**src/hw/rtl/tlg_pkg.sv**
```systemverilog
// shared types, codes and helpers of the toroidal life grid
// no dependencies; imported by every module of the block but tlg_cell_mem
package tlg_pkg;

    localparam int CELL_W  = 6;
    localparam int FADE_W  = 5;
    localparam int DIM_W   = 7;
    localparam int SHADE_W = 3;
    localparam int CNT_W   = 4;

    localparam logic [FADE_W-1:0]  FADE_LIMIT  = 5'd20;
    localparam logic [DIM_W-1:0]   DIM_MIN     = 7'd3;
    localparam logic [CNT_W-1:0]   SURVIVE_MIN = 4'd2;
    localparam logic [CNT_W-1:0]   BIRTH_COUNT = 4'd3;
    localparam logic [SHADE_W-1:0] SHADE_BLACK = 3'd0;
    localparam logic [SHADE_W-1:0] SHADE_ALIVE = 3'd6;

    typedef enum logic [1:0] {
        KIND_WRITE = 2'd0,
        KIND_READ  = 2'd1,
        KIND_STEP  = 2'd2
    } t_kind;

    typedef enum logic [1:0] {
        CFG_GRID_WIDTH  = 2'd0,
        CFG_GRID_HEIGHT = 2'd1,
        CFG_FADE_START  = 2'd2
    } t_cfg_idx;

    // row of the 3x3 window a source read belongs to
    typedef enum logic [1:0] {
        ROW_ABOVE = 2'd0,
        ROW_MID   = 2'd1,
        ROW_BELOW = 2'd2
    } t_win_row;

    typedef enum logic [2:0] {
        ST_CLEAR,
        ST_IDLE,
        ST_WRITE,
        ST_RESULT,
        ST_GEN,
        ST_DRAIN
    } t_state;

    typedef struct packed {
        logic     capture;
        t_win_row row;
    } t_win_ctrl;

    typedef struct packed {
        logic en;
        logic to_next;
        logic both;
    } t_wr_sel;

    typedef struct packed {
        logic load;
        logic zero;
    } t_res_ctrl;

    function automatic logic [SHADE_W-1:0] shade_of(input logic alive,
                                                    input logic [FADE_W-1:0] fade);
        logic [SHADE_W-1:0] s;
        if (alive) begin
            s = SHADE_ALIVE;
        end else if (fade inside {[5'd17:5'd20]}) begin
            s = 3'd5;
        end else if (fade inside {[5'd13:5'd16]}) begin
            s = 3'd4;
        end else if (fade inside {[5'd9:5'd12]}) begin
            s = 3'd3;
        end else if (fade inside {[5'd5:5'd8]}) begin
            s = 3'd2;
        end else if (fade inside {[5'd1:5'd4]}) begin
            s = 3'd1;
        end else begin
            s = SHADE_BLACK;
        end
        return s;
    endfunction

endpackage

```
**src/hw/rtl/tlg_ctrl.sv**
```systemverilog
// sequencer: clearing pass, item handling and the generation sweep
// depends on tlg_pkg; drives both cell stores and the window
module tlg_ctrl #(
    parameter int MAX_COLS = 64,
    parameter int MAX_ROWS = 64,
    parameter int AW       = 12
) (
    input  logic                        i_clk,
    input  logic                        i_rst_n,
    input  logic                        i_in_valid,
    output logic                        o_in_ready,
    input  logic [1:0]                  i_kind,
    input  logic [5:0]                  i_col,
    input  logic [5:0]                  i_row,
    input  logic                        i_alive_in,
    input  logic [tlg_pkg::DIM_W-1:0]   i_eff_w,
    input  logic [tlg_pkg::DIM_W-1:0]   i_eff_h,
    input  logic                        i_out_busy,
    input  logic [tlg_pkg::CELL_W-1:0]  i_rd_data,
    input  logic [tlg_pkg::CELL_W-1:0]  i_next_cell,
    output logic                        o_rd_en,
    output logic [AW-1:0]               o_rd_addr,
    output tlg_pkg::t_wr_sel            o_wr_sel,
    output logic [AW-1:0]               o_wr_addr,
    output logic [tlg_pkg::CELL_W-1:0]  o_wr_data,
    output tlg_pkg::t_win_ctrl          o_win,
    output tlg_pkg::t_res_ctrl          o_res,
    output logic                        o_active
);
    import tlg_pkg::*;

    localparam int CELL_COUNT = MAX_COLS * MAX_ROWS;

    t_state           r_state, n_state;
    logic [AW-1:0]    r_clr_addr, n_clr_addr;
    logic [DIM_W-1:0] r_row, n_row;
    logic [DIM_W:0]   r_step, n_step;
    t_win_row         r_phase, n_phase;
    logic             r_alive, n_alive;
    logic             r_zero, n_zero;
    logic [AW-1:0]    r_addr, n_addr;
    logic             r_active, n_active;
    logic             r_s1_valid, n_s1_valid;
    t_win_row         r_s1_phase;
    logic             r_s1_emit, n_s1_emit;
    logic [AW-1:0]    r_s1_addr;
    logic             r_s2_emit;
    logic [AW-1:0]    r_s2_addr;

    logic             in_grid;
    logic [AW-1:0]    item_addr;
    logic [DIM_W-1:0] src_row;
    logic [DIM_W-1:0] src_col;
    logic [DIM_W:0]   step_m1;
    logic [DIM_W:0]   step_last;
    logic [AW-1:0]    src_addr;
    logic [AW-1:0]    dst_addr;

    assign in_grid   = ({1'b0, i_col} < i_eff_w) && ({1'b0, i_row} < i_eff_h);
    assign item_addr = AW'(int'(i_row) * MAX_COLS + int'(i_col));

    // window column read at step k is k-1, wrapped at both ends
    assign step_m1   = r_step - 1'b1;
    assign step_last = {1'b0, i_eff_w} + 1'b1;

    always_comb begin
        case (r_phase)
            ROW_ABOVE: src_row = (r_row == '0) ? i_eff_h - 1'b1 : r_row - 1'b1;
            ROW_MID:   src_row = r_row;
            ROW_BELOW: src_row = (r_row == i_eff_h - 1'b1) ? '0 : r_row + 1'b1;
            default:   src_row = r_row;
        endcase
        if (r_step == '0) begin
            src_col = i_eff_w - 1'b1;
        end else if (step_m1 == {1'b0, i_eff_w}) begin
            src_col = '0;
        end else begin
            src_col = step_m1[DIM_W-1:0];
        end
    end

    assign src_addr = AW'(int'(src_row) * MAX_COLS + int'(src_col));
    assign dst_addr = AW'(int'(r_row) * MAX_COLS + int'(r_step - 2'd2));

    // next state and counters
    always_comb begin
        n_state    = r_state;
        n_clr_addr = r_clr_addr;
        n_row      = r_row;
        n_step     = r_step;
        n_phase    = r_phase;
        n_alive    = r_alive;
        n_zero     = r_zero;
        n_addr     = r_addr;
        n_active   = r_active;
        case (r_state)
            ST_CLEAR: begin
                n_clr_addr = r_clr_addr + 1'b1;
                if (r_clr_addr == AW'(CELL_COUNT - 1)) begin
                    n_state = ST_IDLE;
                end
            end
            ST_IDLE: begin
                if (i_in_valid) begin
                    n_alive = i_alive_in;
                    n_addr  = item_addr;
                    n_zero  = !in_grid;
                    case (i_kind)
                        KIND_WRITE: if (in_grid) n_state = ST_WRITE;
                        KIND_READ:  n_state = ST_RESULT;
                        KIND_STEP: begin
                            n_state = ST_GEN;
                            n_row   = '0;
                            n_step  = '0;
                            n_phase = ROW_ABOVE;
                        end
                        default: ;
                    endcase
                end
            end
            ST_WRITE: n_state = ST_IDLE;
            ST_RESULT: begin
                if (!i_out_busy) begin
                    n_state = ST_IDLE;
                end
            end
            ST_GEN: begin
                case (r_phase)
                    ROW_ABOVE: n_phase = ROW_MID;
                    ROW_MID:   n_phase = ROW_BELOW;
                    default: begin
                        n_phase = ROW_ABOVE;
                        if (r_step == step_last) begin
                            n_step = '0;
                            n_row  = r_row + 1'b1;
                            if (r_row == i_eff_h - 1'b1) begin
                                n_state = ST_DRAIN;
                            end
                        end else begin
                            n_step = r_step + 1'b1;
                        end
                    end
                endcase
            end
            ST_DRAIN: begin
                if (!r_s1_valid && !r_s2_emit) begin
                    n_active = !r_active;
                    n_state  = ST_IDLE;
                end
            end
            default: n_state = ST_IDLE;
        endcase
    end

    // outputs
    always_comb begin
        o_in_ready = (r_state == ST_IDLE);
        o_rd_en    = 1'b0;
        o_rd_addr  = src_addr;
        o_wr_sel   = '0;
        o_wr_addr  = r_s2_addr;
        o_wr_data  = i_next_cell;
        o_res      = '0;
        n_s1_valid = 1'b0;
        n_s1_emit  = 1'b0;
        case (r_state)
            ST_CLEAR: begin
                o_wr_sel.en   = 1'b1;
                o_wr_sel.both = 1'b1;
                o_wr_addr     = r_clr_addr;
                o_wr_data     = '0;
            end
            ST_IDLE: begin
                o_rd_en   = i_in_valid && in_grid;
                o_rd_addr = item_addr;
            end
            ST_WRITE: begin
                o_wr_sel.en = 1'b1;
                o_wr_addr   = r_addr;
                o_wr_data   = {i_rd_data[CELL_W-1:1], r_alive};
            end
            ST_RESULT: begin
                o_res.load = !i_out_busy;
                o_res.zero = r_zero;
            end
            ST_GEN: begin
                o_rd_en    = 1'b1;
                n_s1_valid = 1'b1;
                n_s1_emit  = (r_phase == ROW_BELOW) && (r_step >= 2'd2);
            end
            default: ;
        endcase
        // generation results land in the other store
        if (r_s2_emit) begin
            o_wr_sel.en      = 1'b1;
            o_wr_sel.to_next = 1'b1;
            o_wr_addr        = r_s2_addr;
            o_wr_data        = i_next_cell;
        end
    end

    assign o_win.capture = r_s1_valid;
    assign o_win.row     = r_s1_phase;
    assign o_active      = r_active;

    always_ff @(posedge i_clk) begin
        if (!i_rst_n) begin
            r_state    <= ST_CLEAR;
            r_clr_addr <= '0;
            r_active   <= 1'b0;
            r_s1_valid <= 1'b0;
            r_s1_emit  <= 1'b0;
            r_s2_emit  <= 1'b0;
        end else begin
            r_state    <= n_state;
            r_clr_addr <= n_clr_addr;
            r_active   <= n_active;
            r_s1_valid <= n_s1_valid;
            r_s1_emit  <= n_s1_emit;
            r_s2_emit  <= r_s1_emit;
        end
    end

    always_ff @(posedge i_clk) begin
        r_row      <= n_row;
        r_step     <= n_step;
        r_phase    <= n_phase;
        r_alive    <= n_alive;
        r_zero     <= n_zero;
        r_addr     <= n_addr;
        r_s1_phase <= r_phase;
        r_s1_addr  <= dst_addr;
        r_s2_addr  <= r_s1_addr;
    end

endmodule

```
**config.mk**
```make
export PLATFORM = sky130hd
export DESIGN_NAME = tlg_ctrl
export DESIGN_NICKNAME = d
export VERILOG_FILES = /design/src/hw/rtl/tlg_pkg.sv /design/src/hw/rtl/tlg_ctrl.sv
export SDC_FILE = /design/constraint.sdc
export NUM_CORES = 1
export LEC_CHECK = 0
export BUFFER_PORTS_ARGS = -buffer_cell sky130_fd_sc_hd__buf_2
export CAP_MARGIN = 25
export CORE_ASPECT_RATIO = 0.9
export CORE_MARGIN = 2
export CORE_UTILIZATION = 40
export DETAILED_ROUTE_END_ITERATION = 10
export PLACE_DENSITY_LB_ADDON = 0.05
export SYNTH_ARGS = -nofsm -noshare
export SYNTH_HDL_FRONTEND = slang
export SYNTH_SLANG_ARGS = --single-unit
```
**constraint.sdc**
```tcl
create_clock -name i_clk -period 6.1 [get_ports i_clk]
set_input_delay 0.61 -clock i_clk [delete_from_list [all_inputs] [get_ports i_clk]]
set_output_delay 0.61 -clock i_clk [all_outputs]
set_load 0.05 [all_outputs]
```
Word level (Yosys, flattened, before mapping)
Index checks and enable logic that the tools add are counted.

Flip-flop bits (word level): 76. Input bits: 45. Output and inout bits: 41. Word-level logic and storage cells: 117.

Add/sub/neg operators: 12. Order comparisons: 3. Eq/ne operators: 23. Mux-type cells: 40. Reductions and logical operators: 24.

Operator list (count): two-way mux 7 bit (6); two-way mux 8 bit (4); two-way mux 12 bit (2); two-way mux 3 bit (8); case mux 12 bit (2 select lines) (1); case mux 6 bit (2 select lines) (2); two-way mux 6 bit (3); case mux 8 bit (2 select lines) (1); case mux 3 bit (5 select lines) (1); less-than comparator 6 x 7 -> 1 bit (2); != test 2 bit (second input constant) (7); case mux 7 bit (2 select lines) (1); subtractor 7 x 1 -> 7 bit (second input constant) (2); adder 12 x 1 -> 12 bit (second input constant) (1); adder 12 x 6 -> 12 bit (1); adder 12 x 7 -> 12 bit (1); adder 12 x 9 -> 12 bit (1); equality test 12 bit (second input constant) (1); case mux 3 bit (3 select lines) (1); AND reduction 9 bit (1); subtractor 8 x 2 -> 9 bit (second input constant) (1); adder 7 x 1 -> 8 bit (second input constant) (1); adder 8 x 1 -> 8 bit (second input constant) (1); equality test 8 x 7 -> 1 bit (1); other kinds (30) (51).

Logic depth before layout (Yosys ltp)
Depth after elaboration: 6. Depth in mapped cells: 15. Gate-level depth less buffers: 14.

Least setup slack after synthesis
No wires, ideal clock.

Path type: register to output. From: register r_step[2]. To: output port o_rd_addr[10]. Arrival: 3.672 ns. Required time: 5.490 ns. Setup slack: 1.818 ns. Stages on the path, launching flop included: 16. Buffers on the path: 1. Cell sequence: edfxtp_1 > buf_2 > inv_1 > ha_1 > a21boi_0 > nand2_1 > xor2_1 > xnor2_1 > or4_1 > nand2_1 > o22ai_1 > ha_1 > ha_1 > nand3_1 > xor2_1 > a21oi_1.

Cells in the longest elaborated chain, start to end: 6. Elaborated cells on any way between the ends: 7. Those cells by class: add/sub (2); eq/ne (1); mux (3); reduce/logical (1).

RTL lines: start, declared (RTL line tlg_ctrl.sv:37) `logic [DIM_W:0] r_step, n_step;`; start signal, assigned (RTL line tlg_ctrl.sv:226) `r_step <= n_step;`; subtractor 8 x 1 -> 8 bit (RTL line tlg_ctrl.sv:63) `assign step_m1 = r_step - 1'b1;`; equality test 8 x 7 -> 1 bit (RTL line tlg_ctrl.sv:75) `end else if (step_m1 == {1'b0, i_eff_w}) begin`; two-way mux 7 bit (RTL line tlg_ctrl.sv:75); two-way mux 7 bit * (RTL line tlg_ctrl.sv:73) `if (r_step == '0) begin`; adder 12 x 7 -> 12 bit * (RTL line tlg_ctrl.sv:82) `assign src_addr = AW'(int'(src_row) * MAX_COLS + int'(src_col));`; two-way mux 12 bit * (RTL line tlg_ctrl.sv:166) `case (r_state)`; end, declared (RTL line tlg_ctrl.sv:22) `output logic [AW-1:0] o_rd_addr,`.

Every way passes the cells marked *; elsewhere a longest branch is shown, timed or not.

Worst setup path in the final report
Ends and elaborated chain as after synthesis.

==> results.md <==
- The critical path buffer and inverter count is 2.
- The power per standard cell area is 501 nW/um^2.
- The total area inside the core boundary comes to 12100 sq um.
- The wire-length estimate of the detail-placed layout is a little under 10000 um.
- The congestion estimate from routability-driven global placement came to around 0.9.
- The area overhead of the layout relative to synthesis is 15.9%.
- The worst setup path category is reg -> out.
- The mean instance size in the synthesized netlist is about 8.8 sq um.
- The gate count of the mapped netlist is approximately 560.
- The detailed-route vias per instance is 5.21.
- Counting stages on the worst path, the most repeated cell is sky130_fd_sc_hd__ha_1.
- Once the floorplan was initialized, standard cells occupied about two fifths of the core.
- The register area share after synthesis is roughly 37%.
- The net count after synthesis is 640.
- The overall via count from detail_route is between 4000 and 5000.
- In the final routed layout, each cell accounts on average for approximately 16 um.
- The total negative setup slack is 0 ns.
- The maximum clock path buffer count is 2.
- The repair_antennas step left the layout with diodes totalling 0.
- The max capacitance violation total is 0.
- The min-delay analysis places its worst path in the category reg -> reg.
- The family with the most delay on the worst path is simple AND/OR/NAND/NOR gates.
- STA classifies the critical path startpoint as a flop.
- The total length of routed met2 wires is 5620 um.
- The number of fill cells in the layout is 1211.
- The highest clock rate is 212 MHz.
- The largest vdd supply drop is approximately 0.25 mV.
- For this block, wires on met1 add up to 6400 um.
- In this run, synthesis produced a sequential element count of between 70 and 80.
- The clock sink total is 76.
- The static leakage is 0.00244 uW.
- The first detailed-routing pass took 5 iterations.
- The horizontal extent of the die is approximately 120 um.
- The top layer reached by signal wires is met4.
- The initial antenna violation count is 0.
- The hold violation count in the final report came to 0.
- The relative max-transition margin is between 30% and 40%.
- The transition at the pin with the smallest max-transition slack is 0.927 ns.
- On the critical path, the stage with the largest delay is an instance of sky130_fd_sc_hd__edfxtp_1.
- In the routed design, unresolved DRC markers number 0.
- The library cell with the largest summed area after synthesis is sky130_fd_sc_hd__edfxtp_1.
- At the worst endpoint, the arrival time is about 4.1 ns.
- The share of the clock period used by the worst path is 77.2%.
- Summed over its instances, the top area cell type makes up 18.7% of the synthesized netlist area.
- Global routing finished with a remaining overflow of 0.
- Setup repair after global routing left no endpoint under its margin.
- The area enclosed by the die boundary is between 10000 and 15000 sq um.
- The setup violation total in the final timing report is 0.
- After the last flow step, the layout net total stands at between 700 and 800.
- The signal on the critical path passes through inv_1 -> ha_1 -> a21boi_0 -> nand2_1 -> xor2_1 -> xnor2_1 -> or4_1 -> nand2_1 -> o22ai_1 -> ha_1 -> ha_1 -> nand3_1 -> xor2_1 -> a21oi_1 -> buf_2.
- Clock-pin slew was measured on the worst setup and hold paths at about 0.060 ns.
- The final routed wirelength across all metal layers is between 10000 and 15000 um.
- The buffer type at the clock tree root is sky130_fd_sc_hd__clkbuf_16.
- On the final layout, the worst clock skew is approximately 0.007 ns.
- The total number of placement rows is 38.
- The number of warnings printed during yosys synthesis is 0.
- The number of global-route vias before repair was 3877.
- The number of levels the H-tree was split into is 3.
- Port buffering added 84 buffers.
- The endpoint required time on the critical path is 5.49 ns.
- TritonCTS built the clock tree.
- Timing analysis after detailed placement gives a worst setup slack of about 1.7 ns.
- In the post-synthesis netlist, the biggest area contributors are sky130_fd_sc_hd__edfxtp_1 19%, sky130_fd_sc_hd__dfxtp_1 18%, sky130_fd_sc_hd__ha_1 7.8%.
- The pin count of the biggest net entering global routing is 31.
- Once detail routing completed, the nets flagged for antenna violations numbered 0.
- Among all flip-flop cells after synthesis, the most frequent one is sky130_fd_sc_hd__dfxtp_1.
- The total count of max-transition violations in the final report is 0.
- The most frequent cell after synthesis is sky130_fd_sc_hd__nor2_1.
- The first global-routing pass estimated 20400 um of wire.
- The cts-stage hold buffer count is 0.
- The number of enable-type register cells in the synthesized netlist is 31.
- The area of the mapped netlist is 4970 sq um.
- The fraction of layout instances using a drive strength above 1 is around 17%.
- Sorting the synthesized cells by how often they occur yields 62 x sky130_fd_sc_hd__nor2_1, 54 x sky130_fd_sc_hd__nand2_1, 45 x sky130_fd_sc_hd__dfxtp_1.
- The run finished with clean final reports.
- The total routing usage reported by global routing is just under 20%.
- The worst path meets setup with around 1.4 ns of slack.
- The post-CTS resize count is 0.
- Post-CTS timing repair inserted 0 buffers for setup.
- For the worst-skew pair, the clock arrives at the later sink with an insertion delay of 0.33 ns.
- After synthesis, the netlist uses just over 60 different library cells.
- In the synthesized netlist the async set-or-reset flop fraction comes to 0%.
- The starting DRC count in detailed routing is about 230.
- The top-level I/O count is 86.
- The largest single stage delay on the critical path is 0.61 ns.
- The kind of end point of the critical path is an output pin.
- The wire length on met3 is 562 um.
- The vertical extent of the die is between 100 and 150 um.
- The final cell utilization of the core is approximately 48%.
- Clock tree synthesis inserted a total of 9 buffers.
- The largest fanout of any net on the critical path is 12.
- The shortest clock period the worst path allows after layout is approximately 4.7 ns.
==> per-layer routing <==
metal  global-route usage (%)  vias up
li1                         -     2098
met1                     28.5     1931
met2                     30.0      100
met3                     4.56        6
met4                     4.19        0
met5                        0        -
==> flip-flops by register name, summed over array words and instances, names as in the netlist, 2 cells and up <==
name and flops:
r_step 8, r_s2_addr 12, r_phase 2, r_row 7, r_state 3, r_s1_phase 2, r_addr 12, r_clr_addr 12
r_s1_addr 12
==> cells by family (layout without fill, tap and decap cells) <==
kind of cell    after synthesis  in the layout  synth area share [%]
buf+inv                      64            134                  5.11
mux                          15             15                  3.02
simple gates                209            209                  20.5
flops                        76             76                  36.9
xor+xnor                     70             70                  12.9
compound gates               97             97                  13.4
fa+ha+maj                    32             32                  8.21
==> report_power, final <==
part	internal [uW]	switching, uW	total (uW)
clock network	281	218	499
registers	693	147	840
logic	445	1100	1550
total	1420	1470	2890
==> stage by stage <==
step           instances  cell area [sq um]  hold WS, ns  power, uW
3_5_place_dp         775               5460        0.312       2390
2_1_floorplan        563               4970        0.310       2020
5_1_grt              793               5760        0.337       3080
3_3_place_gp         775               5460        0.314       2380
4_1_cts              791               5740        0.321       2900
6_report             793               5760        0.321       2890
==> placed cells by master, fill, tap and decap left out, drive strengths merged, types with 6 or more instances in the layout <==
master and instances:
a21oi 18, and2 6, and3 7, buf 87
clkbuf 9, dfxtp 45, edfxtp 31, ha 31
inv 36, mux2i 15, nand2 54, nand3 22
nand4 10, nor2 62, nor3 21, o21a 9
o21ai 21, o221ai 6, xnor2 41, xor2 27
==> final timing paths <==
path | to | startpoint | depth (start not counted) | slack [ns]
worst max register to register | r_step[2]$_SDFFCE_PP0P_ | r_state[1]$_SDFFE_PN0P_ | 4 | 3.11
worst min-delay path | r_s2_addr[6]$_DFF_P_ | r_s1_addr[6]$_DFF_P_ | 0 | 0.32
worst min register to register | r_s2_addr[6]$_DFF_P_ | r_s1_addr[6]$_DFF_P_ | 0 | 0.32
worst max-delay path | o_rd_addr[10] | r_step[2]$_SDFFCE_PP0P_ | 15 | 1.39
==> final cells by class <==
type | count | area [sq um] | area share [%]
Clock buffer | 9 | 225 | 3.91
Clock inverter | 7 | 55.1 | 0.956
Inverter | 31 | 116 | 2.02
Multi-Input combinational cell | 423 | 2880 | 50.0
Sequential cell | 76 | 1830 | 31.8
Tap cell | 160 | 200 | 3.48
Timing Repair Buffer | 87 | 448 | 7.78
Note: power is estimated with default switching activity, not from simulation.
