File: config.mk
export PLATFORM = sky130hd
export DESIGN_NAME = tlg_window
export DESIGN_NICKNAME = d
export VERILOG_FILES = /design/src/hw/rtl/tlg_pkg.sv /design/src/hw/rtl/tlg_window.sv
export SDC_FILE = /design/constraint.sdc
export NUM_CORES = 1
export LEC_CHECK = 0
export ABC_AREA = 1
export BUFFER_PORTS_ARGS = -buffer_cell sky130_fd_sc_hd__buf_4
export CAP_MARGIN = 30
export CORE_UTILIZATION = 40
export CTS_BUF_LIST = sky130_fd_sc_hd__clkbuf_8 sky130_fd_sc_hd__clkbuf_16
export DETAILED_ROUTE_END_ITERATION = 8
export PLACE_DENSITY = 0.71
export SYNTH_ARGS = -nofsm -noshare
export SYNTH_HDL_FRONTEND = slang
export SYNTH_SLANG_ARGS = --single-unit
File: constraint.sdc
create_clock -name i_clk -period 6.4 [get_ports i_clk]
set_input_delay 0.64 -clock i_clk [delete_from_list [all_inputs] [get_ports i_clk]]
set_output_delay 0.64 -clock i_clk [all_outputs]
set_load 0.05 [all_outputs]
File: src/hw/rtl/tlg_pkg.sv
// shared types, codes and helpers of the toroidal life grid
// no dependencies; imported by every module of the block but tlg_cell_mem
package tlg_pkg;

    localparam int CELL_W  = 6;
    localparam int FADE_W  = 5;
    localparam int DIM_W   = 7;
    localparam int SHADE_W = 3;
    localparam int CNT_W   = 4;

    localparam logic [FADE_W-1:0]  FADE_LIMIT  = 5'd20;
    localparam logic [DIM_W-1:0]   DIM_MIN     = 7'd3;
    localparam logic [CNT_W-1:0]   SURVIVE_MIN = 4'd2;
    localparam logic [CNT_W-1:0]   BIRTH_COUNT = 4'd3;
    localparam logic [SHADE_W-1:0] SHADE_BLACK = 3'd0;
    localparam logic [SHADE_W-1:0] SHADE_ALIVE = 3'd6;

    typedef enum logic [1:0] {
        KIND_WRITE = 2'd0,
        KIND_READ  = 2'd1,
        KIND_STEP  = 2'd2
    } t_kind;

    typedef enum logic [1:0] {
        CFG_GRID_WIDTH  = 2'd0,
        CFG_GRID_HEIGHT = 2'd1,
        CFG_FADE_START  = 2'd2
    } t_cfg_idx;

    // row of the 3x3 window a source read belongs to
    typedef enum logic [1:0] {
        ROW_ABOVE = 2'd0,
        ROW_MID   = 2'd1,
        ROW_BELOW = 2'd2
    } t_win_row;

    typedef enum logic [2:0] {
        ST_CLEAR,
        ST_IDLE,
        ST_WRITE,
        ST_RESULT,
        ST_GEN,
        ST_DRAIN
    } t_state;

    typedef struct packed {
        logic     capture;
        t_win_row row;
    } t_win_ctrl;

    typedef struct packed {
        logic en;
        logic to_next;
        logic both;
    } t_wr_sel;

    typedef struct packed {
        logic load;
        logic zero;
    } t_res_ctrl;

    function automatic logic [SHADE_W-1:0] shade_of(input logic alive,
                                                    input logic [FADE_W-1:0] fade);
        logic [SHADE_W-1:0] s;
        if (alive) begin
            s = SHADE_ALIVE;
        end else if (fade inside {[5'd17:5'd20]}) begin
            s = 3'd5;
        end else if (fade inside {[5'd13:5'd16]}) begin
            s = 3'd4;
        end else if (fade inside {[5'd9:5'd12]}) begin
            s = 3'd3;
        end else if (fade inside {[5'd5:5'd8]}) begin
            s = 3'd2;
        end else if (fade inside {[5'd1:5'd4]}) begin
            s = 3'd1;
        end else begin
            s = SHADE_BLACK;
        end
        return s;
    endfunction

endpackage

File: src/hw/rtl/tlg_window.sv
// 3x3 neighbourhood window fed one source cell per transfer, and the life rule
// depends on tlg_pkg; driven by tlg_ctrl
module tlg_window (
    input  logic                      i_clk,
    input  tlg_pkg::t_win_ctrl        i_ctrl,
    input  logic [tlg_pkg::CELL_W-1:0] i_rd_data,
    input  logic [tlg_pkg::FADE_W-1:0] i_fade_start,
    output logic [tlg_pkg::CELL_W-1:0] o_next_cell
);
    import tlg_pkg::*;

    // alive bits per column: [0] above, [1] middle, [2] below
    logic [2:0]        r_col_l;
    logic [2:0]        r_col_c;
    logic [2:0]        r_col_r;
    logic [FADE_W-1:0] r_fade_c;
    logic [FADE_W-1:0] r_fade_r;
    logic              r_in_top;
    logic [CELL_W-1:0] r_in_mid;

    logic [CNT_W-1:0]  cnt;
    logic              alive;
    logic [FADE_W-1:0] fade;

    always_ff @(posedge i_clk) begin
        if (i_ctrl.capture) begin
            case (i_ctrl.row)
                ROW_ABOVE: r_in_top <= i_rd_data[0];
                ROW_MID:   r_in_mid <= i_rd_data;
                ROW_BELOW: begin
                    r_col_l  <= r_col_c;
                    r_col_c  <= r_col_r;
                    r_col_r  <= {i_rd_data[0], r_in_mid[0], r_in_top};
                    r_fade_c <= r_fade_r;
                    r_fade_r <= r_in_mid[CELL_W-1:1];
                end
                default: ;
            endcase
        end
    end

    assign cnt = CNT_W'(r_col_l[0]) + CNT_W'(r_col_l[1]) + CNT_W'(r_col_l[2])
               + CNT_W'(r_col_c[0]) + CNT_W'(r_col_c[2])
               + CNT_W'(r_col_r[0]) + CNT_W'(r_col_r[1]) + CNT_W'(r_col_r[2]);

    always_comb begin
        alive = r_col_c[1];
        fade  = r_fade_c;
        if (r_col_c[1] && (cnt < SURVIVE_MIN || cnt > BIRTH_COUNT)) begin
            alive = 1'b0;
            fade  = i_fade_start;
        end else if (!r_col_c[1] && cnt == BIRTH_COUNT) begin
            alive = 1'b1;
            fade  = '0;
        end else if (r_fade_c != '0) begin
            fade = r_fade_c - 1'b1;
        end
    end

    assign o_next_cell = {fade, alive};

endmodule

Yosys cells after proc, flatten, opt, wreduce, memory -nomap -nowiden
Index checks and enable logic that the tools add are counted.
{ "totals": {"reg_bits": 26} }
{ "op_classes": {"addsub": 8, "n_lt_le_gt_ge": 2, "n_eq_ne": 3, "mux": 5, "n_reduce_logical": 9} }
{ "op_table": {"columns": ["cell", "n"], "rows": [
  ["4-bit by 1-bit adder with 4-bit output", 4],
  ["5-bit 2-to-1 mux", 3],
  ["2-bit AND reduction", 3],
  ["5-bit nonzero test", 1],
  ["5-bit by 1-bit subtractor with 5-bit output (second input constant)", 1],
  ["3-bit by 1-bit adder with 4-bit output", 1],
  ["4-bit by 2-bit equality test with 1-bit output (second input constant)", 1],
  ["4-bit by 2-bit > comparator with 1-bit output (second input constant)", 1],
  ["4-bit by 2-bit less-than comparator with 1-bit output (second input constant)", 1],
  ["2-bit by 1-bit adder with 3-bit output", 1],
  ["1-bit by 1-bit adder with 2-bit output", 1],
  ["2-bit by 1-bit equality test with 1-bit output (second input constant)", 1],
  ["2-bit equality test (second input constant)", 1],
  ["1-bit logical AND", 2],
  ["2-bit logical NOT", 1],
  ["1-bit 2-to-1 mux", 2],
  ["1-bit logical NOT", 1],
  ["1-bit logical OR", 1]
]} }

Depth between registers and ports, before layout
Gate-level depths: netlist (run 1).
{ "depth": {"word_depth": 11, "depth_mapped": 14, "mapped_depth_nobuf": 14} }

Worst setup path after synthesis (run 1)
Ideal clock, no wire load.
{ "synth_timing": {"kind": "reg-to-output", "startpoint": "reg r_col_l[0]", "endpoint": "out o_next_cell[2] (netlist name)", "arrival_ps": 3226, "setup_slack_ps": 2534, "stages_incl_launch_ff": 14, "n_path_buf": 0, "path_cell_list": "edfxtp_1 -> inv_1 -> fa_1 -> fa_1 -> fa_1 -> inv_1 -> ha_1 -> inv_1 -> fa_1 -> a21oi_2 -> nand2_2 -> nand2_2 -> nand3_1 -> nand2_1"} }
{ "synth_via": {"elab_chain_len": 11, "word_cells_on_any_way": 15} }
{ "synth_rtl": {"columns": ["item", "line", "source"], "rows": [
  ["from (decl)", "tlg_window.sv:13", "logic [2:0] r_col_l;"],
  ["from (signal assigned)", "tlg_window.sv:31", "r_col_l <= r_col_c;"],
  ["1-bit by 1-bit adder with 2-bit output *", "tlg_window.sv:42", "assign cnt = CNT_W'(r_col_l[0]) + CNT_W'(r_col_l[1]) + CNT_W'(r_col_l[2])"],
  ["2-bit by 1-bit adder with 3-bit output *", "tlg_window.sv:42", null],
  ["3-bit by 1-bit adder with 4-bit output *", "tlg_window.sv:43", "+ CNT_W'(r_col_c[0]) + CNT_W'(r_col_c[2])"],
  ["4-bit by 1-bit adder with 4-bit output *", "tlg_window.sv:43", null],
  ["4-bit by 1-bit adder with 4-bit output * (3 in a row)", "tlg_window.sv:44", "+ CNT_W'(r_col_r[0]) + CNT_W'(r_col_r[1]) + CNT_W'(r_col_r[2]);"],
  ["4-bit by 2-bit less-than comparator with 1-bit output (tied with other cells)", "tlg_window.sv:49", "if (r_col_c[1] && (cnt < SURVIVE_MIN || cnt > BIRTH_COUNT)) begin"],
  ["1-bit logical OR / 1-bit logical AND (equally long branches)", "tlg_window.sv:49, tlg_window.sv:52", null],
  ["1-bit logical AND / 5-bit 2-to-1 mux (equally long branches)", "tlg_window.sv:49, tlg_window.sv:52", null],
  ["5-bit 2-to-1 mux *", "tlg_window.sv:49", null],
  ["to (decl)", "tlg_window.sv:8", "output logic [tlg_pkg::CELL_W-1:0] o_next_cell"]
]} }
Every way passes the cells marked *; elsewhere a longest branch is shown, timed or not.

Worst setup path in the final report (run 1)
{ "layout_timing": {"startpoint": "reg r_col_l[1]", "endpoint": "out o_next_cell[5] (netlist name)"} }
Same word-level chain as after synthesis.

==> impl_metrics.env, run 1 <==
export IMPL_setup_viol=0
export IMPL_setup_tns_ps=0
export IMPL_clkLatencyLatePin_ps=260
export IMPL_dieArea_mm2=0.00334
export IMPL_r2r_slack_ps=5570
export IMPL_antenna_found_initial=0
export IMPL_clock_skew_ps=0.906
export IMPL_fillCellCount=253
export IMPL_worst_pin_slew_ps=844
export IMPL_worst_ep_required_time_ps=5760
export IMPL_drc=2
export IMPL_hold_class="flip-flop to flip-flop"
export IMPL_wl_per_cell_um=10.8
export IMPL_netlist_area_mm2=0.00124
export IMPL_viasPerCell=4.81
export IMPL_drt_iter0_markers=58
export IMPL_grt_setup_unrepaired="no"
export IMPL_path_max_fanout=7
export IMPL_hpwl_um=1370
export IMPL_die_w_um=57.8
export IMPL_layout_setup_ws_ps=2180
export IMPL_end_kind="output pin"
export IMPL_cp_cell_sequence="inv_1 -> fa_1 -> fa_1 -> fa_1 -> inv_1 -> ha_1 -> inv_1 -> fa_1 -> a21oi_2 -> nand2_2 -> nand2_2 -> nand3_1 -> nand2_1 -> buf_4"
export IMPL_synthCells=107
export IMPL_io_pins=21
export IMPL_yosys_warnings=0
export IMPL_clk_path_buf_depth=2
export IMPL_failed_checks="DRC"
export IMPL_ctsResizeCount=0
export IMPL_final_area_mm2=0.00147
export IMPL_power_mw=0.328
export IMPL_power_density_mw_per_mm2=223
export IMPL_final_common_cell="edfxtp_1"
export IMPL_max_stage_delay_ps=490
export IMPL_initial_core_util_pct=43.6
export IMPL_reg2reg_to="r_col_l[1]"
export IMPL_postSynth_asyncResetShare_pct=0
export IMPL_drv_slew=0
export IMPL_layout_common_cells="edfxtp_1 (26), inv_1 (24), buf_4 (21), nand2_1 (13), nand3_1 (13)"
export IMPL_ys_seq_elements=26
export IMPL_grt_first_pass_wirelength_um=3070
export IMPL_fin_crit_sh_pct=65.9
export IMPL_power_static_leakage_nw=0.656
export IMPL_grt_pass1_vias=766
export IMPL_drt_pass1_iter_count=6
export IMPL_syn_to_final_growth_pct=18.4
export IMPL_dpl_cell_area_mm2=0.00143
export IMPL_status="complete, but fails checks"
export IMPL_die_h_um=57.8
export IMPL_ctsHtreeMaxLevel=1
export IMPL_holdPathEnd="r_fade_r[0]"
export IMPL_cp_common_cell="fa_1"
export IMPL_ant_nets=0
export IMPL_hold_viol=0
export IMPL_worstHoldStart="r_in_mid[1]"
export IMPL_place_gp_congestion=0.645
export IMPL_cts_tree="yes"
export IMPL_grt_overflow_total=0
export IMPL_cts_hold_buf=0
export IMPL_core_mm2=0.00285
export IMPL_synth_edff_count=26
export IMPL_fmax_mhz=237
export IMPL_syn_mean_instance_area_um2=11.6
export IMPL_track_usage_pct=11.9
export IMPL_cts_setup_buffers=0
export IMPL_finalWirelength_um=1740
export IMPL_start_kind="flip-flop"
export IMPL_crit_path_top_delay_cell="fa_1"
export IMPL_clk_pin_slew_worst_paths_ps=80
export IMPL_rows=19
export IMPL_io_buffers=20
export IMPL_period_minus_slack_ps=4220
export IMPL_synth_cell_types=19
export IMPL_r2r_start="r_col_c[1]"
export IMPL_multi_input_area_um2=357
export IMPL_cts_buffers_inserted=3
export IMPL_relSlewSlack_pct=43.6
export IMPL_cap_violations=0
export IMPL_synth_nets=130
export IMPL_diodes=0
export IMPL_rr_worst_depth=0
export IMPL_seqCellArea_um2=781
export IMPL_ys_seq_area_share_pct=62.8
export IMPL_dp_slack_ps=2460
export IMPL_grt_max_degree=20
export IMPL_cts_root_buffer="clkbuf_8"
export IMPL_clkSinkCount=26
export IMPL_arrival_ps=3580
export IMPL_ir_drop_v=0.000182
export IMPL_crit_type="flip-flop to output pin"
export IMPL_synthFlopType="edfxtp_1"
export IMPL_hold_depth=0
export IMPL_vias=775
export IMPL_drive_gt1_share_pct=22.3
export IMPL_final_net_count=154
==> per-layer routing <==
metal | wire (um) | track usage [%]
met1 | 747 | 13.4
met2 | 901 | 23.3
met3 | 77 | 1.34
met4 | 16 | 4.08
met5 | 0 | 0
==> synth_stat cells (2+ instances only) <==
| library cell | count | share of area, % |
|---|---|---|
| fa_1 | 4 | 6.4 |
| nor2_1 | 8 | 2.4 |
| inv_1 | 24 | 7.2 |
| nand4_1 | 2 | 1.0 |
| nand2_1 | 13 | 3.9 |
| nand3_1 | 13 | 5.2 |
| a21oi_1 | 2 | 0.80 |
| edfxtp_1 | 26 | 63 |
| nand2_2 | 2 | 1.0 |
| ha_1 | 4 | 4.0 |
==> area by class of cell <==
class | instances | share of cell area [%]
flip-flops and latches | 26 | 53.0
clock inverters | 1 | 0.255
well taps | 31 | 2.63
multi-input cells | 54 | 24.2
repair buffers | 21 | 10.7
inverters | 25 | 6.37
clock buffers | 3 | 2.80
==> where the power goes <==
group	switching, mW	leakage, nW	internal [mW]
registers	0.00142	0.239	0.191
clock network	0.0462	0.0231	0.0429
logic	0.0294	0.394	0.0175
total	0.0770	0.656	0.251
==> state kept, by name (all words and copies together), names as in the netlist <==
name,cells
r_in_mid,6
r_fade_c,5
r_fade_r,5
r_col_c,3
r_col_l,3
r_col_r,3
r_in_top,1
==> critical path: cells and delay by family, from the launching register on <==
kind                       cells  cell delay [ps]
DFF                            1              370
and+or+nand+nor                4              390
buffers and inverters          4              400
adders and majority gates      5             1970
AOI/OAI and AO/OA              1              160
==> logic make-up (layout without fill, tap and decap cells) <==
family | Yosys count | after routing | synth area share [%]
DFF | 26 | 26 | 62.8
buffers and inverters | 27 | 50 | 8.55
adders and majority gates | 8 | 8 | 10.5
and+or+nand+nor | 42 | 42 | 16.3
AOI/OAI and AO/OA | 4 | 4 | 1.91
==> worst max-delay path by stage <==
stage / end / cells past startpoint / startpoint
after CTS: o_next_cell[5] / 14 / r_col_l[1]
after floorplan: o_next_cell[2] / 13 / r_col_l[0]
final: o_next_cell[5] / 14 / r_col_l[1]
after global routing: o_next_cell[5] / 14 / r_col_l[1]
after global placement: o_next_cell[1] / 14 / r_col_l[1]
after detailed placement: o_next_cell[5] / 14 / r_col_l[1]
==> per-stage QoR <==
stage | utilization [%] | std cells | hold WS (ps)
finish | 51.6 | 161 | 422
global placement | 50.0 | 157 | 402
floorplan | - | 107 | 400
CTS | 51.6 | 161 | 424
detailed placement | 50.0 | 157 | 405
global route | 51.6 | 161 | 432
(Power assumes the default switching activity.)
==> inputs of run 2 (changes only) <==
- clock period: 6.4 -> 4.38 ns (I/O delays scaled with it)
==> impl_metrics.env, run 2 (same netlist as run 1, synthesis figures left out) <==
export IMPL_ctsResizeCount=0
export IMPL_viasPerCell=4.80
export IMPL_seqCellArea_um2=781
export IMPL_cts_hold_buf=0
export IMPL_layout_setup_ws_ps=399
export IMPL_vias=772
export IMPL_cts_tree="yes"
export IMPL_hold_viol=0
export IMPL_ant_nets=0
export IMPL_ctsHtreeMaxLevel=1
export IMPL_clock_power_share_pct=26.9
export IMPL_multi_input_area_um2=357
export IMPL_cp_cell_sequence="inv_1 -> fa_1 -> fa_1 -> fa_1 -> inv_1 -> ha_1 -> inv_1 -> fa_1 -> a21oi_2 -> nand2_2 -> nand2_2 -> nand3_1 -> nand2_1 -> buf_4"
export IMPL_final_area_mm2=0.00147
export IMPL_place_gp_congestion=0.732
export IMPL_dpl_cell_area_mm2=0.00143
export IMPL_largest_register="r_in_mid"
export IMPL_finalWirelength_um=1660
export IMPL_seqPwrFrac_pct=58.7
export IMPL_p_sw_share_pct=23.2
export IMPL_setup_viol=0
export IMPL_setup_tns_ps=0
export IMPL_max_stage_delay_ps=480
export IMPL_start_kind="flip-flop"
export IMPL_top_regs="r_in_mid: 6 flops, r_fade_c: 5 flops, r_fade_r: 5 flops"
export IMPL_dieArea_mm2=0.00334
export IMPL_ir_drop_v=0.000268
export IMPL_crit_path_top_delay_cell="fa_1"
export IMPL_path_max_fanout=7
export IMPL_failed_checks="DRC"
export IMPL_drive_gt1_share_pct=22.3
export IMPL_antenna_found_initial=0
export IMPL_instances_no_fill=161
export IMPL_initial_core_util_pct=43.6
export IMPL_drv_slew=0
export IMPL_hold_class="primary input to flip-flop"
export IMPL_diodes=0
export IMPL_final_util_pct=51.6
export IMPL_io_buffers=20
export IMPL_final_net_count=154
export IMPL_core_mm2=0.00285
export IMPL_io_pins=21
export IMPL_clk_path_buf_depth=2
export IMPL_relSlewSlack_pct=47.3
export IMPL_power_mw=0.478
export IMPL_drt_iter0_markers=39
export IMPL_status="complete, but fails checks"
export IMPL_track_usage_pct=11.3
export IMPL_grt_setup_unrepaired="no"
export IMPL_cts_root_buffer="clkbuf_8"
export IMPL_die_w_um=57.8
export IMPL_power_density_mw_per_mm2=325
export IMPL_worst_ep_required_time_ps=3940
export IMPL_die_h_um=57.8
export IMPL_clk_pin_slew_worst_paths_ps=80
export IMPL_period_minus_slack_ps=3980
export IMPL_cts_buffers_inserted=3
export IMPL_layout_common_cells="edfxtp_1 (26), inv_1 (24), buf_4 (21), nand2_1 (13), nand3_1 (13)"
export IMPL_fmax_mhz=251
export IMPL_largest_reg_flops=6
export IMPL_clock_skew_ps=2.61
export IMPL_worst_pin_slew_ps=789
export IMPL_grt_first_pass_wirelength_um=2930
export IMPL_clkLatencyLatePin_ps=260
export IMPL_grt_overflow_total=0
export IMPL_cts_setup_buffers=0
export IMPL_whs_ps=346
export IMPL_dp_cells=157
export IMPL_cp_common_cell="fa_1"
export IMPL_intPower_mw=0.367
export IMPL_clkSinkCount=26
export IMPL_syn_to_final_growth_pct=18.4
export IMPL_p_comb_share_pct=14.3
export IMPL_final_common_cell="edfxtp_1"
export IMPL_drt_pass1_iter_count=6
export IMPL_arrival_ps=3540
export IMPL_fillCellCount=256
export IMPL_wl_per_cell_um=10.3
export IMPL_drc=2
export IMPL_end_kind="output pin"
export IMPL_rows=19
export IMPL_grt_pass1_vias=776
export IMPL_grt_max_degree=20
export IMPL_dp_slack_ps=654
export IMPL_power_static_leakage_nw=0.656
export IMPL_fin_crit_sh_pct=90.9
export IMPL_crit_type="flip-flop to output pin"
export IMPL_hpwl_um=1290
export IMPL_cap_violations=0
export IMPL_p_sw_mw=0.111
==> run 2: cell counts in the layout (fill, tap and decap cells not counted) <==
No cell type changed its count.
==> run 2: cell type report <==
| class | count | share of cell area [%] |
|---|---|---|
| clock inverter | 1 | 0.255 |
| tap | 31 | 2.63 |
| inverter | 25 | 6.37 |
| multi-input combinational | 54 | 24.2 |
| clock buffer | 3 | 2.80 |
| timing repair buffer | 21 | 10.7 |
| sequential | 26 | 53.0 |
==> run 2: path summary, 6_finish.rpt <==
path / startpoint / end / slack (ps) / depth (start not counted)
worst max-delay path: r_col_c[0] / o_next_cell[5] / 400 / 14
worst max register to register: r_col_c[1] / r_col_l[1] / 3550 / 0
worst min register to register: r_in_mid[5] / r_fade_r[4] / 420 / 0
worst min-delay path: i_rd_data[1] / r_in_mid[1] / 350 / 1
==> run 2: routing by layer <==
metal | GRT usage (%) | vias to the layer above | share of wire [%]
met2 | 21.1 | 21 | 51
met3 | 1.34 | 0 | 5.0
met4 | 5.44 | 0 | 0
li1 | - | 394 | -
met1 | 12.7 | 357 | 44
met5 | 0 | - | 0
==> run 2: power by group through the flow <==
| stage | Sequential, mW | Clock [mW] | Combinational (mW) |
|---|---|---|---|
| 2_1_floorplan | 0.286 | 0 | 0.0467 |
| 3_3_place_gp | 0.287 | 0 | 0.0665 |
| 3_5_place_dp | 0.287 | 0 | 0.0690 |
| 4_1_cts | 0.281 | 0.132 | 0.0690 |
| 5_1_grt | 0.282 | 0.142 | 0.0748 |
| 6_report | 0.281 | 0.129 | 0.0685 |
==> run 2: worst max-delay path: cells and delay by family (launching register included) <==
kind / cells / cell delay [ps]
adder cells (fa/ha/maj): 5 / 1950
AND/OR/NAND/NOR: 4 / 400
buffers and inverters: 4 / 380
flip-flops: 1 / 400
AO/OA/AOI/OAI: 1 / 160
==> inputs of run 3 (changes only) <==
- SETUP_SLACK_MARGIN: unset -> 0.4
==> impl_metrics.env, run 3 (same netlist as run 1, synthesis figures left out) <==
export IMPL_cp_cell_sequence="inv_2 -> fa_1 -> fa_1 -> fa_1 -> inv_1 -> ha_2 -> inv_2 -> fa_1 -> a21oi_2 -> nand2_2 -> buf_4 -> nand3_1 -> nand2_1 -> buf_6"
export IMPL_cap_violations=0
export IMPL_layout_common_cells="edfxtp_1 (26), inv_1 (22), buf_4 (18), nand2_1 (12), nand3_1 (10)"
export IMPL_drv_slew=0
export IMPL_hold_viol=0
export IMPL_end_kind="output pin"
export IMPL_crit_type="flip-flop to output pin"
export IMPL_ctsHtreeMaxLevel=1
export IMPL_rows=19
export IMPL_max_stage_delay_ps=510
export IMPL_diodes=0
export IMPL_cts_tree="yes"
export IMPL_ant_nets=0
export IMPL_fin_crit_sh_pct=90.9
export IMPL_clk_path_buf_depth=2
export IMPL_worst_ep_required_time_ps=3940
export IMPL_grt_pass1_vias=788
export IMPL_status="complete, but fails checks"
export IMPL_drt_iter0_markers=31
export IMPL_hpwl_um=1290
export IMPL_path_max_fanout=4
export IMPL_cp_common_cell="fa_1"
export IMPL_place_gp_congestion=0.732
export IMPL_largest_reg_flops=6
export IMPL_vias=799
export IMPL_io_pins=21
export IMPL_period_minus_slack_ps=3980
export IMPL_clkLatencyLatePin_ps=260
export IMPL_relSlewSlack_pct=47.3
export IMPL_fmax_mhz=251
export IMPL_top_regs="r_in_mid: 6 flops, r_fade_c: 5 flops, r_fade_r: 5 flops"
export IMPL_core_mm2=0.00285
export IMPL_drt_pass1_iter_count=6
export IMPL_grt_max_degree=20
export IMPL_grt_first_pass_wirelength_um=2940
export IMPL_start_kind="flip-flop"
export IMPL_setup_tns_ps=0
export IMPL_critPathBufInv=5
export IMPL_power_static_leakage_nw=0.688
export IMPL_initial_core_util_pct=43.6
export IMPL_fillCellCount=251
export IMPL_cts_hold_buf=0
export IMPL_multi_input_area_um2=384
export IMPL_final_net_count=158
export IMPL_clk_pin_slew_worst_paths_ps=80
export IMPL_die_w_um=57.8
export IMPL_antenna_found_initial=0
export IMPL_grt_setup_unrepaired="yes"
export IMPL_io_buffers=20
export IMPL_worst_pin_slew_ps=789
export IMPL_track_usage_pct=11.3
export IMPL_final_common_cell="edfxtp_1"
export IMPL_drive_gt1_share_pct=30.6
export IMPL_die_h_um=57.8
export IMPL_power_density_mw_per_mm2=317
export IMPL_seqCellArea_um2=781
export IMPL_crit_path_top_delay_cell="fa_1"
export IMPL_cts_buffers_inserted=3
export IMPL_largest_register="r_in_mid"
export IMPL_grt_overflow_total=0
export IMPL_syn_to_final_growth_pct=25.5
export IMPL_critPathTopFamily="adder cells"
export IMPL_arrival_ps=3540
export IMPL_drc=2
export IMPL_viasPerCell=4.84
export IMPL_whs_ps=346
export IMPL_clock_skew_ps=2.70
export IMPL_clkSinkCount=26
export IMPL_hold_class="primary input to flip-flop"
export IMPL_setup_viol=0
export IMPL_wl_per_cell_um=10.6
export IMPL_ir_drop_v=0.000269
export IMPL_cts_root_buffer="clkbuf_8"
export IMPL_failed_checks="DRC"
export IMPL_dieArea_mm2=0.00334
export IMPL_finalWirelength_um=1740
run 3: final cells by class:
type                       count  share of cell area, %
timing repair buffer          25                   14.0
sequential                    26                   50.0
clock buffer                   3                   2.65
inverter                      25                   6.01
clock inverter                 1                  0.241
multi-input combinational     54                   24.6
tap                           31                   2.49
run 3: stage by stage:
step	instances	utilization, %	setup slack (ps)	instance area (um2)	power, mW
3_5_place_dp	157	50.0	654	1430	0.356
6_report	165	54.7	398	1560	0.494
5_1_grt	165	54.7	228	1560	0.514
4_1_cts	162	52.5	397	1500	0.486
3_3_place_gp	157	50.0	767	1430	0.353
2_1_floorplan	107	-	716	1240	0.333
run 3: final timing paths:
| check | from | to | slack (ps) | depth (start not counted) |
|---|---|---|---|---|
| min | i_rd_data[1] | r_in_mid[1] | 350 | 1 |
| min reg2reg | r_in_mid[5] | r_fade_r[4] | 420 | 0 |
| max reg2reg | r_col_c[1] | r_col_l[1] | 3510 | 0 |
| max | r_col_c[0] | o_next_cell[5] | 400 | 14 |
run 3: layer usage:
metal	GRT usage (%)	vias to the layer above	wire, um
met3	1.56	0	76
met5	0	-	0
met4	5.78	0	0
met1	12.6	373	742
li1	-	401	-
met2	21.1	25	924
run 3: repair_timing:
| item | 4_1_cts | 5_1_grt |
|---|---|---|
| buffers inserted | 1 | 3 |
| resized for setup | 5 | 12 |
| pin swaps | 0 | 2 |
| endpoints found under the setup margin | 5 | 6 |
run 3: report_power, final:
part / internal, mW / leakage [nW] / switching, mW
clock network: 0.0626 / 0.0231 / 0.0663
logic: 0.0361 / 0.426 / 0.0479
registers: 0.279 / 0.239 / 0.00190
total: 0.378 / 0.688 / 0.116
